## config.mk

```make
export PLATFORM = sky130hd
export DESIGN_NAME = ced_result_fifo
export DESIGN_NICKNAME = d
export VERILOG_FILES = /design/src/ced_pkg.sv /design/src/ced_result_fifo.sv
export SDC_FILE = /design/constraint.sdc
export NUM_CORES = 1
export LEC_CHECK = 0
export BUFFER_PORTS_ARGS = -buffer_cell sky130_fd_sc_hd__clkbuf_2
export CAP_MARGIN = 10
export CORE_MARGIN = 1.5
export CORE_UTILIZATION = 32
export DETAILED_ROUTE_END_ITERATION = 8
export PLACE_DENSITY = 0.45
export RECOVER_POWER = 25
export SLEW_MARGIN = 20
export SYNTH_ARGS = -nofsm -noshare
export SYNTH_HDL_FRONTEND = slang
export SYNTH_SLANG_ARGS = --single-unit
```

## constraint.sdc

```tcl
create_clock -name clk -period 9.3 [get_ports clk]
set_input_delay 1.86 -clock clk [delete_from_list [all_inputs] [get_ports clk]]
set_output_delay 1.86 -clock clk [all_outputs]
set_load 0.03 [all_outputs]
```

## src/ced_pkg.sv

```systemverilog
// shared types, character codes and helpers for the c escape sequence decoder
// depends on nothing; used by every module in src
package ced_pkg;

	localparam int CAP_BITS     = 16;
	localparam int FIFO_DEPTH   = 8;
	localparam int FIFO_AW      = $clog2(FIFO_DEPTH);
	localparam int MAX_RES      = 3;

	// decoder modes
	localparam logic [2:0] M_NORMAL = 3'd0;
	localparam logic [2:0] M_ESC    = 3'd1;
	localparam logic [2:0] M_HEX0   = 3'd2;
	localparam logic [2:0] M_HEX    = 3'd3;
	localparam logic [2:0] M_OCT    = 3'd4;

	// character codes
	localparam logic [7:0] CH_NUL    = 8'h00;
	localparam logic [7:0] CH_BSLASH = 8'h5C;
	localparam logic [7:0] CH_NL     = 8'h0A;
	localparam logic [7:0] CH_LC_A   = 8'h61;
	localparam logic [7:0] CH_LC_B   = 8'h62;
	localparam logic [7:0] CH_LC_F   = 8'h66;
	localparam logic [7:0] CH_LC_N   = 8'h6E;
	localparam logic [7:0] CH_LC_R   = 8'h72;
	localparam logic [7:0] CH_LC_T   = 8'h74;
	localparam logic [7:0] CH_LC_V   = 8'h76;
	localparam logic [7:0] CH_LC_X   = 8'h78;
	localparam logic [7:0] CH_BEL    = 8'h07;
	localparam logic [7:0] CH_BS     = 8'h08;
	localparam logic [7:0] CH_FF     = 8'h0C;
	localparam logic [7:0] CH_CR     = 8'h0D;
	localparam logic [7:0] CH_HT     = 8'h09;
	localparam logic [7:0] CH_VT     = 8'h0B;

	typedef struct packed {
		logic [15:0] out_length;
		logic        is_last;
		logic [7:0]  out_byte;
	} result_t;

	typedef struct packed {
		logic [1:0]  count;
		result_t [MAX_RES-1:0] item;
	} res_list_t;

	typedef struct packed {
		logic [2:0]          mode;
		logic [7:0]          digit_value;
		logic [1:0]          digit_count;
		logic [CAP_BITS-1:0] room_left;
		logic [15:0]         written_count;
		logic                at_string_start;
	} dec_state_t;

	// hex digit value; bit 4 marks a valid digit
	function automatic logic [4:0] hex_val(input logic [7:0] c);
		logic [4:0] r;
		r = 5'd0;
		if (c >= 8'h30 && c <= 8'h39)
			r = {1'b1, 4'(c - 8'h30)};
		else if (c >= 8'h61 && c <= 8'h66)
			r = {1'b1, 4'(c - 8'h57)};
		else if (c >= 8'h41 && c <= 8'h46)
			r = {1'b1, 4'(c - 8'h37)};
		return r;
	endfunction

	function automatic logic is_oct(input logic [7:0] c);
		return c[7:3] == 5'b00110;
	endfunction

endpackage

```

## src/ced_result_fifo.sv

```systemverilog
// result queue: takes up to three results a cycle, hands out one while m_tready is high
// uses ced_pkg for the result type and depth
module ced_result_fifo (
	input  logic                         clk,
	input  logic                         arst_n,
	input  ced_pkg::res_list_t           push,
	output logic                         room3,
	output logic                         m_tvalid,
	input  logic                         m_tready,
	output ced_pkg::result_t             head
);
	import ced_pkg::*;

	result_t             mem_q [FIFO_DEPTH];
	logic [FIFO_AW-1:0]  wr_ptr_q;
	logic [FIFO_AW-1:0]  rd_ptr_q;
	logic [FIFO_AW:0]    count_q;
	logic                pop;

	assign m_tvalid = count_q != '0;
	assign pop      = m_tvalid && m_tready;
	assign head     = mem_q[rd_ptr_q];
	// space for a worst-case item, ignoring this cycle's pop
	assign room3    = count_q <= (FIFO_AW+1)'(FIFO_DEPTH - MAX_RES);

	always_ff @(posedge clk) begin
		for (int i = 0; i < MAX_RES; i++) begin
			if (2'(i) < push.count)
				mem_q[wr_ptr_q + FIFO_AW'(i)] <= push.item[i];
		end
	end

	always_ff @(posedge clk or negedge arst_n) begin
		if (!arst_n) begin
			wr_ptr_q <= '0;
			rd_ptr_q <= '0;
			count_q  <= '0;
		end else begin
			wr_ptr_q <= wr_ptr_q + FIFO_AW'(push.count);
			if (pop)
				rd_ptr_q <= rd_ptr_q + FIFO_AW'(1);
			count_q <= count_q + (FIFO_AW+1)'(push.count) - (FIFO_AW+1)'(pop);
		end
	end

endmodule

```

* Word-level counts from Yosys, hierarchy flattened *
Memories as Yosys holds them, arrays and structs flattened.
Index checks and enable logic that the tools add are counted.

storage, ports and cells
  register bits after elaboration = 10
  RAM bits = 200
  output and inout bits = 27
  memories = 1

memory list
  name   depth  bits a word  rd ports  clocked after memory_dff  wr ports  line                   text
  mem_q  8      25           1         0                         3         ced_result_fifo.sv:14  result_t mem_q [FIFO_DEPTH];

cells by class
  add/sub/neg operators = 6
  $lt $le $gt $ge = 4
  mux-type cells = 6
  reduce and logical (&&, ||, !) cells = 2

operators by type and width
  operator             count
  $add 3x1->3 const B  2
  $mux 1               6
  $add 4x2->4          1
  $le 4x3->1 const B   1
  $lt 1x2->1 const A   2
  $reduce_bool 4->1    1
  $sub 4x1->4          1
  $add 3x2->3          1
  $add 3x2->3 const B  1
  $lt 2x2->1 const A   1
  $logic_and 1x1->1    1

* Depth between registers and ports, before layout *
  depth after elaboration = 3
  depth in mapped cells = 11
  mapped depth without buffers = 11

* Worst setup path before layout *
No wires, ideal clock.

  path type = input-to-reg
  start = in push[76] in the netlist's numbering
  end = mem mem_q[1][0] in the netlist's numbering, enable pin
  arrival = 3.914 ns
  slack = 4.972 ns
  cell stages on the path = 5
  path buffers = 3
  path through = buf_4 > or3b_1 > clkbuf_1 > clkbuf_1 > o2bb2ai_1

RTL lines
  item         line                   text
  from (decl)  ced_result_fifo.sv:6   input ced_pkg::res_list_t push,
  to (decl)    ced_result_fifo.sv:14

==> results.py <==
metrics = {
    "sta": {
        "fin_skew_ns": 0.0274,
        "fmax_ghz": 0.142,
        "grt_setup_unrepaired": "no",
        "fin_crit_sh_pct": 75.8,
        "setup_violations": 0,
        "worst_pin_slew_ns": 2.83,
        "hold_viol_final": 0,
        "drv_slew": 304,
        "slew_headroom_pct": -88.9,
        "min_period_ns": 7.05,
        "setup-tns-final_ns": 0,
    },
    "yosys": {
        "yosys.area.top_type": "edfxtp_1",
        "yosysSeqAreaShare_pct": 44.1,
        "syn_nets": 1560,
        "yosysTopAreaCellShare_pct": 42.3,
        "synth_edf_count": 200,
        "syn_avg_cell_area_um2": 9.66,
        "yosysUniqueCellTypes": 39,
        "synth.most_common_cell": "nand2_1",
        "synth-seq-cells": 210,
        "yosysWarnings": 0,
        "ys.flop_type": "edfxtp_1",
        "synth_area_um2": 14200,
        "synthTopCellsByCount": "nand2_1 (204), a31oi_1 (200), edfxtp_1 (200), nor3_1 (200), o21ai_0 (200)",
        "synth_cells": 1468,
        "async_flop_share_pct": 4.76,
        "synthTopCellsByArea": "edfxtp_1 (42%), a31oi_1 (8.8%), mux4_2 (7.9%)",
    },
    "floorplanning": {
        "start_util_pct": 32.7,
        "placementRows": 76,
        "die-area_um2": 45600,
        "ioPinCount": 107,
        "die_h_um": 214,
        "placeableCoreArea_um2": 43400,
        "die_w_um": 214,
    },
    "placed_design": {
        "port_buffers": 106,
        "place_hpwl_um": 31400,
        "gp_congestion": 0.767,
    },
    "routing": {
        "viasPerCell": 6.25,
        "drc": 0,
        "dr_total_vias": 12678,
        "initialDrtViolationCount": 1232,
        "dr.pass1.iters": 8,
        "wl_per_cell_um": 27.9,
        "wl_um": 56600,
        "ant_nets": 0,
    },
    "final_layout": {
        "layout.nets": 1516,
        "area_growth_pct": 11.4,
        "n_fill_cell": 4408,
        "diodes": 0,
        "drive_gt1_share_pct": 18.8,
    },
    "clock_tree": {
        "numClockSinks": 210,
        "hold_buffers": 0,
        "postCtsSetupBuffers": 0,
        "insertion_delay_ns": 0.57,
        "clk_pin_slew_ns": 0.06,
        "cts_tree": "done",
        "cts_made_buffers": 27,
        "post_cts_resize_count": 0,
        "clock_path_buffers": 3,
        "htreeDepth": 1,
        "root_buffer": "clkbuf_16",
    },
    "power": {
        "power.total_mw": 6.51,
        "power_density_nw_per_um2": 412,
        "leakage_nw": 4.88,
        "ir_drop_mv": 0.734,
    },
    "grt": {
        "met1_usage_pct": 34.7,
        "grt_pass1_vias": 12357,
        "antenna_found_initial": 0,
        "grt.busiest_layer": "met2",
        "grt_pass1_wl_um": 83100,
        "grt_max_degree": 205,
        "grt.total_usage_pct": 24.8,
        "grt-ovfl-total": 0,
        "met2_usage_pct": 39.7,
        "grt_use_met3_pct": 3.63,
    },
    "worst_setup_path": {
        "worstSetupPathType": "in2reg",
        "critPathCaptureType": "flop",
        "critPathRequiredTime_ns": 9.64,
        "startpoint_type": "input pin",
        "critPathMaxFanout": 42,
        "crit_arrival_ns": 7.40,
    },
    "run": {
        "max_cap_viol_count": 8,
    },
    "worst_hold_path": {
        "hold_class": "reg2reg",
    },
    "outcome": {
        "violations": "max-capacitance violations, max-slew violations",
        "status": "complete, but fails checks",
    },
}
==> report_power, final <==
group / internal (mW) / switching, mW
Sequential: 1.63 / 0.282
Combinational: 1.07 / 2.47
Clock: 0.616 / 0.448
Total: 3.31 / 3.20
==> path summary, 6_finish.rpt <==
path	slack, ns	startpoint	endpoint	depth (start not counted)
max in group asynchronous	7.61	arst_n	rd_ptr_q[0]	1
worst max register to register	2.83	wr_ptr_q[0]	mem_q[1][1]	5
worst max-delay path	2.25	push[76]	mem_q[5][18]	5
min in group asynchronous	1.26	arst_n	wr_ptr_q[1]	1
worst min-delay path	0.54	rd_ptr_q[1]	rd_ptr_q[1]	1
worst min register to register	0.54	rd_ptr_q[1]	rd_ptr_q[1]	1
==> state kept, by name, indices dropped and copies added (netlist names) <==
name	cells
count_q	4
mem_q	200
rd_ptr_q	3
wr_ptr_q	3
==> cell families after synthesis <==
| kind of cell | share of synthesized area [%] |
|---|---|
| and+or+nand+nor | 20.2 |
| buffers and inverters | 7.23 |
| xor gates and xnor gates | 0.618 |
| AOI/OAI and AO/OA | 16.5 |
| muxes | 10.2 |
| adders and majority gates | 1.23 |
| DFF | 44.1 |
==> area by class of cell <==
class	count	area, um^2	area share [%]
multi-input cells	1034	7070	44.8
flip-flops and latches	210	6260	39.6
repair buffers	137	812	5.14
well taps	585	732	4.63
clock buffers	31	691	4.37
clock inverters	19	181	1.15
inverters	14	52.6	0.333
==> per-stage QoR <==
step,instances,hold WS (ns),cell area [um^2],setup WS [ns],utilization [%]
finish,2030,0.542,15800,2.25,36.4
global route,2030,0.567,15800,2.04,36.4
CTS,2029,0.542,15800,4.17,36.5
detailed placement,1979,0.529,14900,4.11,34.5
global placement,1977,0.520,14900,4.05,34.3
floorplan,1468,0.549,14200,4.97,-
==> per-layer routing <==
layer,wire [um],vias to the layer above
li1,-,5587
met3,4380,89
met5,0,-
met1,24400,6346
met4,1460,0
met2,26400,656
==> cells in the final DEF, fill, tap and decap left out, drive strengths merged, types with 2 or more instances in the layout <==
cell type	instances
or3b	2
clkbuf	142
nand3b	3
ha	10
mux2	27
or2	9
fa	2
clkinvlp	3
nor4bb	25
clkinv	12
buf	26
o22ai	6
o21ai	200
and4	25
a31oi	200
xor2	3
o2bb2ai	2
dfrtp	10
nand2	204
inv	15
xnor2	4
mux4	50
nor3	200
and4b	50
bufinv	3
nand3	3
nand2b	3
edfxtp	200
==> critical path, stage by stage <==
cell and delay (ns):
clkbuf_1 1.42, clkbuf_1 1.41, nand3_4 0.65, or2_0 1.39, a31oi_1 0.61
Note: power is estimated with default switching activity, not from simulation.
